<file path="src/hdl/dtlsrw_pkg.sv">
// Shared constants, status codes and result type for the DTLS replay window.
package dtlsrw_pkg;

    localparam int WINDOW_BITS = 64;
    localparam int EPOCH_W     = 16;
    localparam int SEQ_W       = 48;
    localparam int RECORD_W    = EPOCH_W + SEQ_W;
    localparam int OFF_W       = $clog2(WINDOW_BITS);
    localparam int CNT_W       = $clog2(WINDOW_BITS + 1);
    localparam int STATUS_W    = 2;
    localparam int OUT_BITS    = STATUS_W + SEQ_W;
    localparam int OUT_DATA_W  = ((OUT_BITS + 7) / 8) * 8;

    localparam logic [STATUS_W-1:0] ST_ACCEPTED    = 2'd0;
    localparam logic [STATUS_W-1:0] ST_WRONG_EPOCH = 2'd1;
    localparam logic [STATUS_W-1:0] ST_OUTSIDE     = 2'd2;
    localparam logic [STATUS_W-1:0] ST_DUPLICATE   = 2'd3;

    typedef struct packed {
        logic [STATUS_W-1:0]    status;
        logic [WINDOW_BITS-1:0] bitmap;
        logic [SEQ_W-1:0]       start;
    } chk_result_t;

endpackage

</file>
<file path="src/hdl/dtlsrw_check.sv">
// Window check and update: epoch, range, duplicate test, trailing-ones slide.
module dtlsrw_check
    import dtlsrw_pkg::*;
(
    input  logic [RECORD_W-1:0]    record_number,
    input  logic [EPOCH_W-1:0]     current_epoch,
    input  logic [WINDOW_BITS-1:0] bitmap,
    input  logic [SEQ_W-1:0]       start,
    output chk_result_t            result
);

    logic [EPOCH_W-1:0]     epoch;
    logic [SEQ_W-1:0]       seq;
    logic [SEQ_W-1:0]       diff;
    logic                   in_window;
    logic [OFF_W-1:0]       off;
    logic [WINDOW_BITS-1:0] marked;
    logic [CNT_W-1:0]       ones_cnt;

    assign epoch     = record_number[RECORD_W-1:SEQ_W];
    assign seq       = record_number[SEQ_W-1:0];
    assign diff      = seq - start;
    assign in_window = (seq > start) && (diff <= SEQ_W'(WINDOW_BITS));
    assign off       = OFF_W'(diff - SEQ_W'(1));

    always_comb begin
        marked      = bitmap;
        marked[off] = 1'b1;
    end

    // Find the first clear bit from the bottom: that many ones slide out
    always_comb begin
        ones_cnt = CNT_W'(WINDOW_BITS);
        for (int i = WINDOW_BITS - 1; i >= 0; i--) begin
            if (!marked[i]) begin
                ones_cnt = CNT_W'(i);
            end
        end
    end

    always_comb begin
        result.bitmap = bitmap;
        result.start  = start;
        if (epoch != current_epoch) begin
            result.status = ST_WRONG_EPOCH;
        end else if (!in_window) begin
            result.status = ST_OUTSIDE;
        end else if (bitmap[off]) begin
            result.status = ST_DUPLICATE;
        end else begin
            result.status = ST_ACCEPTED;
            result.bitmap = marked >> ones_cnt;
            result.start  = start + SEQ_W'(ones_cnt);
        end
    end

endmodule

</file>
<file path="src/hdl/dtls_replay_window.sv">
// Top level of the DTLS anti-replay sliding window.
//
// Usage:
//   s_ channel: one 64-bit DTLS record number per item (epoch in bits 63:48,
//   sequence in bits 47:0). m_ channel: one result per item, carrying the
//   status code and the window start after that item. cfg channel: write
//   the current epoch; write it only while no item is in flight.
//
// Timing: an item accepted at a rising edge is held in the input register;
// the check runs and the result register loads at the first edge at which
// that register is free or draining, raising m_tvalid. One item per cycle
// is sustained while m_tready stays high; the rate is set by the single
// pass of the check logic (range compare, trailing-ones search, shift and
// start add) between the input register and the result register, which
// also updates the window.
//
// Reset (aresetn low, synchronous): clear the bitmap, start and epoch to
// zero and empty both pipeline registers.
//
// Stall: while a held result waits on m_tready the result and the window
// state do not move; the input register still takes one item if it is empty.
module dtls_replay_window
    import dtlsrw_pkg::*;
(
    input  logic                  aclk,
    input  logic                  aresetn,

    input  logic                  s_tvalid,
    output logic                  s_tready,
    input  logic [RECORD_W-1:0]   s_tdata,   // [63:0] record_number

    output logic                  m_tvalid,
    input  logic                  m_tready,
    output logic [OUT_DATA_W-1:0] m_tdata,   // [1:0] status, [49:2] window_start, rest zero

    input  logic                  cfg_valid,
    output logic                  cfg_ready,
    input  logic [EPOCH_W-1:0]    cfg_data   // current_epoch
);

    logic                   in_valid_reg;
    logic [RECORD_W-1:0]    in_data_reg;
    logic                   out_valid_reg;
    logic [STATUS_W-1:0]    out_status_reg;
    logic [SEQ_W-1:0]       out_start_reg;
    logic [EPOCH_W-1:0]     epoch_reg;
    logic [WINDOW_BITS-1:0] bitmap_reg;
    logic [SEQ_W-1:0]       start_reg;

    logic                   advance;
    chk_result_t            chk;

    // Advance the held item whenever the result register is free or draining
    assign advance   = in_valid_reg && (!out_valid_reg || m_tready);
    assign s_tready  = !in_valid_reg || advance;
    assign cfg_ready = 1'b1;

    dtlsrw_check u_check (
        .record_number (in_data_reg),
        .current_epoch (epoch_reg),
        .bitmap        (bitmap_reg),
        .start         (start_reg),
        .result        (chk)
    );

    // Input register
    always_ff @(posedge aclk) begin
        if (!aresetn) begin
            in_valid_reg <= 1'b0;
        end else if (s_tready) begin
            in_valid_reg <= s_tvalid;
        end
    end

    always_ff @(posedge aclk) begin
        if (s_tvalid && s_tready) begin
            in_data_reg <= s_tdata;
        end
    end

    // Window state: update only when a checked item moves into the result
    always_ff @(posedge aclk) begin
        if (!aresetn) begin
            bitmap_reg <= '0;
            start_reg  <= '0;
        end else if (advance) begin
            bitmap_reg <= chk.bitmap;
            start_reg  <= chk.start;
        end
    end

    always_ff @(posedge aclk) begin
        if (!aresetn) begin
            epoch_reg <= '0;
        end else if (cfg_valid && cfg_ready) begin
            epoch_reg <= cfg_data;
        end
    end

    // Result register: hold while the receiver stalls
    always_ff @(posedge aclk) begin
        if (!aresetn) begin
            out_valid_reg <= 1'b0;
        end else if (advance) begin
            out_valid_reg <= 1'b1;
        end else if (m_tready) begin
            out_valid_reg <= 1'b0;
        end
    end

    always_ff @(posedge aclk) begin
        if (advance) begin
            out_status_reg <= chk.status;
            out_start_reg  <= chk.start;
        end
    end

    assign m_tvalid = out_valid_reg;
    assign m_tdata  = {{(OUT_DATA_W - OUT_BITS){1'b0}}, out_start_reg, out_status_reg};

endmodule

</file>
<file path="config.mk">
export PLATFORM = sky130hd
export DESIGN_NAME = dtls_replay_window
export DESIGN_NICKNAME = d
export VERILOG_FILES = /design/src/hdl/dtlsrw_pkg.sv /design/src/hdl/dtlsrw_check.sv /design/src/hdl/dtls_replay_window.sv
export SDC_FILE = /design/constraint.sdc
export NUM_CORES = 1
export LEC_CHECK = 0
export BUFFER_PORTS_ARGS = -buffer_cell sky130_fd_sc_hd__buf_4
export CORE_MARGIN = 5
export CORE_UTILIZATION = 50
export CTS_CLUSTER_DIAMETER = 60
export DETAILED_ROUTE_END_ITERATION = 8
export PLACE_DENSITY = 0.65
export SYNTH_ARGS = -nofsm -noshare
export SYNTH_HDL_FRONTEND = slang
export SYNTH_HIERARCHICAL = 1
export SYNTH_SLANG_ARGS = --single-unit
export TNS_END_PERCENT = 5
</file>
<file path="constraint.sdc">
create_clock -name aclk -period 7.95 [get_ports aclk]
set_clock_uncertainty 0.15 [all_clocks]
set_input_delay 1.59 -clock aclk [delete_from_list [all_inputs] [get_ports aclk]]
set_output_delay 1.59 -clock aclk [all_outputs]
set_load 0.005 [all_outputs]
</file>
# Yosys cells after proc, flatten, opt, wreduce, memory -nomap -nowiden
# Cells that the tools add are included.
[classes]
order_cmp = 4
n_mul = 0
eq_ne = 1
n_shift = 1
bitwise = 3
n_div = 0
muxes = 75
add_sub_neg = 3
reduce_logical = 10
[ops]
columns = ["operator", "n"]
rows = [
  ["2-to-1 mux 7 bit", 64],
  ["2-to-1 mux 48 bit", 3],
  ["bitwise OR 64 bit", 1],
  [">> shifter 64 x 7 -> 64 bit", 1],
  ["adder 48 x 7 -> 48 bit", 1],
  ["> comparator 48 bit", 1],
  ["less-or-equal comparator 48 x 7 -> 1 bit (second input constant)", 1],
  ["subtractor 48 bit", 1],
  ["!= test 16 bit", 1],
  ["less-than comparator 6 x 7 -> 1 bit (second input constant)", 1],
  ["binary-select mux 1 bit (select 6 bit)", 1],
  ["demux 1 bit (select 6 bit)", 1],
  ["greater-or-equal comparator 6 x 1 -> 1 bit (second input constant)", 1],
  ["subtractor 6 x 1 -> 6 bit (second input constant)", 1],
  ["logical AND 1 bit", 4],
  ["2-to-1 mux 1 bit", 4],
  ["2-to-1 mux 2 bit", 2],
  ["AND reduction 4 bit", 1],
  ["logical NOT 1 bit", 2],
  ["logical OR 1 bit", 2],
  ["inverter 1 bit", 2],
  ["nonzero test 2 bit", 1],
]
[word_totals]
out_inout_bits = 59
inputBits = 85
regBits = 244
romBits = 0
latch_bits = 0
n_memories = 0
word_cells = 105
mem_bits_rw = 0

# Logic depth before layout (Yosys ltp)
# Gate-level depths: netlist of run 1.
[logic_depth]
word_depth = 75
depth_mapped = 36
depth_no_buf = 30

# Modules after synthesis
# Netlist of run 1, hierarchy kept.
[by_module_without_submodules]
columns = ["module", "seq_area_each_um2", "area_each_um2", "n_inst", "cells_each"]
rows = [
  ["dtlsrw_check", 0.0, 12903.6, 1, 2048],
  ["dtls_replay_window", 6025.8, 8643.3, 1, 670],
]

# Least setup slack after synthesis of run 1
# Ideal clock, no wire load.
[synth_path]
path_type = "reg-to-reg"
startpoint = "register in_data_reg[0]"
endpoint = "register start_reg[44]"
arrival_ns = 6.579
setup_slack_ns = 1.150
setup_ns = 0.072
n_path_buf = 6
required_time_ns = 7.728
period_less_slack_ns = 6.800
stages_incl_launch_ff = 35
path_cell_list = "edfxtp_1 > inv_1 > ha_1 > fa_1 > xor2_1 > nand3_2 > nor3_4 > xnor2_1 > buf_2 > clkbuf_1 > a31o_2 > a21oi_1 > o2111ai_1 > o221ai_1 > o2111ai_1 > a21boi_1 > nor2_4 > inv_2 > buf_2 > buf_2 > clkbuf_1 > ha_1 > fa_1 > a21o_1 > a21oi_1 > o21bai_1 > a21oi_1 > o21bai_1 > nand3_1 > nor3_2 > buf_2 > nand3_1 > xnor2_1 > nand2_1 > mux2i_1"
[synth_lines]
columns = ["item", "line_no", "rtl"]
rows = [
  ["start: declaration", "dtls_replay_window.sv:42", "logic [RECORD_W-1:0] in_data_reg;"],
  ["start signal: assignment", "dtls_replay_window.sv:77", "in_data_reg <= s_tdata;"],
  ["end signal: assignment", "dtls_replay_window.sv:88", "start_reg <= chk.start;"],
  ["end: declaration", "dtls_replay_window.sv:48", "logic [SEQ_W-1:0] start_reg;"],
]

# Worst setup path in the final report of run 1
[layout_path]
startpoint = "register start_reg[4]"
endpoint = "register bitmap_reg[12]"
[layout_between]
elab_chain_cells = 72
word_cells_on_any_way = 80
cone_classes = "add/sub: 2; order compare: 4; shift: 1; mux: 68; bitwise: 2; reduce/logical: 3"
[layout_lines]
columns = ["item", "line_no", "rtl"]
rows = [
  ["subtractor 48 bit", "dtlsrw_check.sv:22", "assign diff = seq - start;"],
  ["subtractor 6 x 1 -> 6 bit", "dtlsrw_check.sv:24", "assign off = OFF_W'(diff - SEQ_W'(1));"],
  ["less-than comparator 6 x 7 -> 1 bit (not written as such) / greater-or-equal comparator 6 x 1 -> 1 bit (equally long branches)", "dtlsrw_check.sv:28", "marked[off] = 1'b1;"],
  ["logical AND 1 bit (not written as such)", "dtlsrw_check.sv:28", ""],
  ["2-to-1 mux 1 bit (not written as such)", "dtlsrw_check.sv:28", ""],
  ["demux 1 bit (select 6 bit)", "n/a", ""],
  ["bitwise OR 64 bit (no line)", "n/a", ""],
  ["2-to-1 mux 7 bit (64 in a row)", "dtlsrw_check.sv:35", "if (!marked[i]) begin"],
  [">> shifter 64 x 7 -> 64 bit", "dtlsrw_check.sv:52", "result.bitmap = marked >> ones_cnt;"],
  ["end signal: assignment", "dtls_replay_window.sv:87", "bitmap_reg <= chk.bitmap;"],
  ["end: declaration", "dtls_replay_window.sv:47", "logic [WINDOW_BITS-1:0] bitmap_reg;"],
]
# Several ways; a longest one is shown, not always the timed one. The select of a mux whose other input is x is not followed.
# A chain may end at the register's enable or synchronous reset.

==> flow_summary.toml, run 1 <==
[sta]
fmax_mhz = 130
setup-violations-final = 0
rsz0062_at_grt = "no"
tightest_slew_ns = 1.33
slew_viol_final = 0
hold_viol_final = 0
max-slew-margin-rel_pct = 10.3
fin_crit_sh_pct = 97.0
fin_setup_tns_ns = 0
min_period_ns = 7.71

[power_and_ir_drop]
leakage_nw = 10.2
p_per_area_nw_per_um2 = 133
vdd.ir_drop.worst_uv = 201

[die]
coreArea_um2 = 42900
io_pins = 144
initial_core_util_pct = 50.2
die_w_um = 218
die-area_um2 = 47300
rows = 76
die_h_um = 218

[final_layout]
seqCellArea_um2 = 6030
drive_above_1_share_pct = 21.2
area_delta_synth_final_pct = 21.4
multiInputGateArea_um2 = 14300
final_net_count = 3179
fillers = 3802
fin_area_um2 = 26200

[detailed_routing]
vias_per_cell = 6.65
ant_nets = 0
routed_wirelength_mm = 98.4
drc = 0
first_iter_violations = 3437
firstDrtPassIters = 8
vias = 24200
avgRoutedWirePerCell_um = 27.0

[setup_path]
worst-path-max-fanout = 35
setup.worst_path.end_class = "flip-flop"
critPathRequiredTime_ns = 8.24
critical_path_class = "flip-flop to flip-flop"
cp.arrival_ns = 8.00
start_kind = "flip-flop"

[synth]
synth_edf_count = 114
synth_mux_area_share_pct = 11.2
synth-main-ff-cell = "dfxtp_1"
synth_xor_area_share_pct = 4.10
yosys.area_share.simple_pct = 22.3
async_reset_ff_share_pct = 0
synth_area_leaders = "edfxtp_1 16%, dfxtp_1 12%, mux2i_1 9.4%"
synth_top_area_cell = "edfxtp_1"
ys_seq_area_share_pct = 28.0
syn_inst = 2718
synth_top_area_share_pct = 15.9
synth_compound_area_share_pct = 24.7
ys.warnings.count = 6
post_synth.cell_area_avg_um2 = 7.93
synth-adder-area-share_pct = 3.50
ys_types = 116
synth-seq-cells = 244
syn_area_um2 = 21500
synth_top_family_by_area = "compound AO/OA/AOI/OAI gates"

[clocking]
htreeDepth = 1
clkTransAtPathRegs_ns = 0.06
clock-root-buffer = "clkbuf_16"
clkSinkCount = 244
cts_hold_buf = 0
numCtsBuffers = 31
worstSkewPairLatency_ns = 0.61
cts_buffer_depth = 3
tritoncts = "done"

[global_routing]
grt-ovfl-total = 0
antenna_found_initial = 2
grt_max_degree = 154
grt_pass1_wl_mm = 144
grt_pass1_vias = 22700
grt_usage_pct = 39.6

[status]
status = "finished clean"

[place]
dpl-instance-area_um2 = 25100
place.detailed.hpwl_mm = 74.8
gp_congestion = 1.10
io_buffer_count = 136

[run]
maxCapViolCount = 0

[min_path]
hold_path.class = "flip-flop to flip-flop"
-- where the power goes --
part | total (mW) | leakage, nW | internal [mW] | switching [mW]
Combinational | 0.673 | 7.56 | 0.249 | 0.423
Sequential | 1.37 | 2.11 | 1.35 | 0.0165
Clock | 1.43 | 0.501 | 0.811 | 0.623
-- worst max-delay path: stages, from the launching register on --
cell	delay, ns
dfxtp_1	0.37
inv_1	0.06
ha_1	0.48
nand3_1	0.21
a21oi_1	0.26
o21ai_0	0.16
and2_1	0.31
xnor2_4	0.85
a31oi_1	0.24
nor4_1	0.94
o31ai_2	0.23
a211o_1	0.37
buf_12	0.14
nand2_4	0.10
buf_4	0.33
mux2_2	0.39
nor2_1	0.09
a31o_2	0.25
o21ai_0	0.13
buf_4	0.16
o311ai_0	0.99
o21ai_1	0.12
nand2_1	0.10
mux2i_1	0.09
-- path summary, 6_finish.rpt --
path              slack (ns)  depth (start not counted)     startpoint        endpoint
setup / recovery        0.24                         23   start_reg[4]  bitmap_reg[12]
hold / removal          0.31                          2  start_reg[11]   start_reg[11]
setup reg to reg        0.24                         23   start_reg[4]  bitmap_reg[12]
hold reg to reg         0.31                          2  start_reg[11]   start_reg[11]
-- layout by cell type (no fill, tap or decap), types with 37 or more instances in the layout --
| master | count |
|---|---|
| buf_4 | 462 |
| nand2_1 | 451 |
| mux2i_1 | 202 |
| a21oi_1 | 167 |
| nor2_1 | 165 |
| dfxtp_1 | 130 |
| o21ai_0 | 115 |
| edfxtp_1 | 114 |
| nand3_1 | 93 |
| inv_1 | 76 |
| a31oi_1 | 71 |
| nor3_1 | 70 |
| xnor2_1 | 67 |
| ha_1 | 57 |
| a21o_1 | 46 |
| nor4_1 | 45 |
| o22ai_1 | 44 |
| nor2b_1 | 37 |
-- routing by layer --
layer	vias to the layer above	part of all wire [%]	GRT usage (%)
met1	11500	40	54.1
met2	1663	41	57.1
met4	2	5.3	17.2
met5	-	0.0071	0
met3	308	14	13.0
li1	10700	-	-
-- timing repair --
action | 4_1_cts | 5_1_grt
setup buffers | 0 | 0
resized for setup | 0 | 5
endpoints found under the setup margin | 0 | 82
-- cell type report --
type                       count  area share (%)
sequential                   244            23.0
antenna                        1         0.00956
clock buffer                  37            3.09
timing repair buffer         477            14.4
multi-input combinational   2200            54.7
tap                          585            2.80
clock inverter                21           0.851
inverter                      81            1.18
-- cell usage after synthesis (all sizes together), types with 8 or more instances --
cell     instances
o211ai          32
nand2          453
edfxtp         114
mux2            31
or4             15
nand2b          16
o22a             8
or2             10
o21a            11
nor4            49
mux2i          202
a41oi           10
a211oi          23
o2111ai         11
nand4           23
buf             96
a21oi          169
a21o            46
o21bai          13
nand3           94
inv             80
o22ai           45
xor2            26
a2111oi         11
and2            24
ha              57
xnor2           71
a211o            8
a31o            31
o31ai           22
a311oi          10
nor3            73
a221oi          14
dfxtp          130
o21ai          144
or3             16
a31oi           77
o221ai          15
clkbuf         102
and3            21
nor2           167
nor2b           39
a21boi           8
-- cells by family (layout without fill, tap and decap cells) --
group,after synthesis,in the layout
buffers and inverters,279,616
other,2,8
AND/OR/NAND/NOR,1024,1024
XOR/XNOR,97,97
AO/OA/AOI/OAI,778,778
adder cells (fa/ha/maj),59,59
multiplexers,235,235
flip-flops,244,244
-- stage by stage --
step | utilization [%] | hold WS, ns | total power [mW] | setup slack [ns] | std cells
after CTS | 60.9 | 0.307 | 3.46 | 0.0509 | 3645
after floorplan | - | 0.285 | 1.79 | 1.15 | 2723
final | 61.0 | 0.307 | 3.48 | 0.237 | 3646
after global routing | 61.0 | 0.338 | 3.58 | 0.0393 | 3645
after global placement | 58.5 | 0.292 | 2.03 | 0.0599 | 3587
after detailed placement | 58.5 | 0.299 | 2.04 | 0.0893 | 3587
No activity file was read; power rests on OpenSTA's default activity.
==> run 2: changes to the inputs <==
--- a/config.mk
+++ b/config.mk
@@ -10,6 +10,7 @@
 export CORE_UTILIZATION = 50
 export CTS_CLUSTER_DIAMETER = 60
 export DETAILED_ROUTE_END_ITERATION = 8
+export MAX_ROUTING_LAYER = met4
 export PLACE_DENSITY = 0.65
 export SYNTH_ARGS = -nofsm -noshare
 export SYNTH_HDL_FRONTEND = slang
==> run 2 against run 1 <==
Net effect: via count grew 1.3%; combinational power grew 2%; register-to-register slack lost 0.08 ns; critical path depth grew 2; global-route usage grew 2.8 points; final area grew 0.26%; highest routed layer is now met4; critical endpoint is now bitmap_reg[1]; first-iteration DRC count grew 4.4%; die area is the same.
==> flow_summary.toml, run 2 (synthesis results as in run 1) <==
[die]
io_pins = 144
die_w_um = 218
rows = 76
coreArea_um2 = 42900
die-area_um2 = 47300
initial_core_util_pct = 50.2
die_h_um = 218

[setup_path]
start_kind = "flip-flop"
critPathCapture = "bitmap_reg[1]"
cp-startpoint = "in_data_reg[0]"
cp.arrival_ns = 8.07
setup.worst_path.end_class = "flip-flop"
reg2reg_slack_ns = 0.15
ff2ff_path_depth = 25
critPathRequiredTime_ns = 8.23
worst-path-max-fanout = 28
critical_path_class = "flip-flop to flip-flop"
r2r-end = "bitmap_reg[1]"
r2r-start = "in_data_reg[0]"

[global_routing]
grt_pass1_vias = 23000
grt_pass1_wl_mm = 149
antenna_found_initial = 0
grt_max_degree = 134
grt_usage_pct = 42.3
grt-ovfl-total = 0

[place]
gp_congestion = 1.16
dpl-instance-area_um2 = 25200
place.detailed.hpwl_mm = 77.0
io_buffer_count = 136

[sta]
hold_viol_final = 0
slew_viol_final = 0
setup-violations-final = 0
fin_setup_tns_ns = 0
fmax_mhz = 128
tightest_slew_ns = 1.14
min_period_ns = 7.80
rsz0062_at_grt = "no"
max-slew-margin-rel_pct = 24.3
fin_crit_sh_pct = 98.1

[clocking]
clkTransAtPathRegs_ns = 0.06
numCtsBuffers = 30
post_cts_buffers = 0
cts_buffer_depth = 3
clkSinkCount = 244
clock-root-buffer = "clkbuf_16"
worstSkewPairLatency_ns = 0.59
cts_hold_buf = 0
cts-resized-gates = 0
htreeDepth = 1
tritoncts = "done"

[final_layout]
final_net_count = 3196
seqCellArea_um2 = 6030
fillers = 3698
layout_commonest_cell = "buf_4"
area_delta_synth_final_pct = 21.8
drive_above_1_share_pct = 21.6
multiInputGateArea_um2 = 14300
final_cell_mix = "481 x buf_4, 451 x nand2_1, 202 x mux2i_1"
fin_area_um2 = 26200

[detailed_routing]
vias = 24500
routed_wirelength_mm = 101
first_iter_violations = 3587
firstDrtPassIters = 7
avgRoutedWirePerCell_um = 27.7
ant_nets = 0
vias_per_cell = 6.70
drc = 0

[power_and_ir_drop]
p_per_area_nw_per_um2 = 131
vdd.ir_drop.worst_uv = 196
leakage_nw = 10.2

[status]
status = "finished clean"

[min_path]
hold_path.class = "flip-flop to flip-flop"

[run]
maxCapViolCount = 0
run 2: cell type report:
type,count,area share [%]
Clock inverter,19,0.792
Timing Repair Buffer,495,14.8
Sequential cell,244,23.0
Tap cell,585,2.79
Clock buffer,37,3.04
Antenna cell,1,0.00954
Inverter,81,1.18
Multi-Input combinational cell,2200,54.4
run 2: worst max-delay path, stage by stage (launching register included):
cell and delay, ns:
edfxtp_1 0.32, inv_1 0.04, ha_1 0.21, fa_1 0.40
and2b_1 0.25, o22ai_2 0.14, xnor2_4 0.49, xnor2_1 0.23
a31o_2 0.63, a31oi_1 0.48, a21oi_1 0.28, o2111ai_1 0.18
o221ai_1 0.41, o2111ai_1 0.19, buf_4 0.18, a21boi_2 0.19
buf_4 0.47, o21ai_0 0.26, o211a_1 0.21, o31ai_1 0.68
nor3_1 0.12, nor4_1 0.65, buf_4 0.22, nor3_1 0.04
nand2_1 0.07, mux2i_1 0.09
run 2: metrics by stage:
step	util [%]	instances	hold slack, ns	setup WS (ns)	power, mW
finish	61.2	3662	0.316	0.153	3.44
global route	61.2	3661	0.336	0.00953	3.54
CTS	61.2	3661	0.315	0.483	3.42
detailed placement	58.8	3605	0.307	0.533	2.04
global placement	58.8	3605	0.295	0.503	2.04
floorplan	-	2723	0.285	1.15	1.79
run 2: metal layers:
layer | vias up | track usage, % | share of wire [%]
li1 | 10800 | - | -
met1 | 11500 | 57.3 | 40
met2 | 1839 | 59.3 | 40
met3 | 395 | 11.3 | 13
met4 | 0 | 18.8 | 6.1
met5 | - | - | 0
run 2: power breakdown:
group	total [mW]	switching [mW]	internal, mW
clock network	1.39	0.596	0.793
logic	0.685	0.433	0.251
registers	1.37	0.0174	1.35
total	3.44	1.05	2.40
run 2: how the worst min path moves through the flow:
stage | startpoint | to | slack (ns) | cells after the start
6_report | start_reg[16] | start_reg[16] | 0.32 | 2
5_1_grt | start_reg[12] | start_reg[12] | 0.34 | 2
4_1_cts | start_reg[45] | start_reg[45] | 0.31 | 2
3_5_place_dp | start_reg[45] | start_reg[45] | 0.31 | 2
3_3_place_gp | start_reg[27] | start_reg[27] | 0.29 | 2
2_1_floorplan | start_reg[11] | start_reg[11] | 0.28 | 2
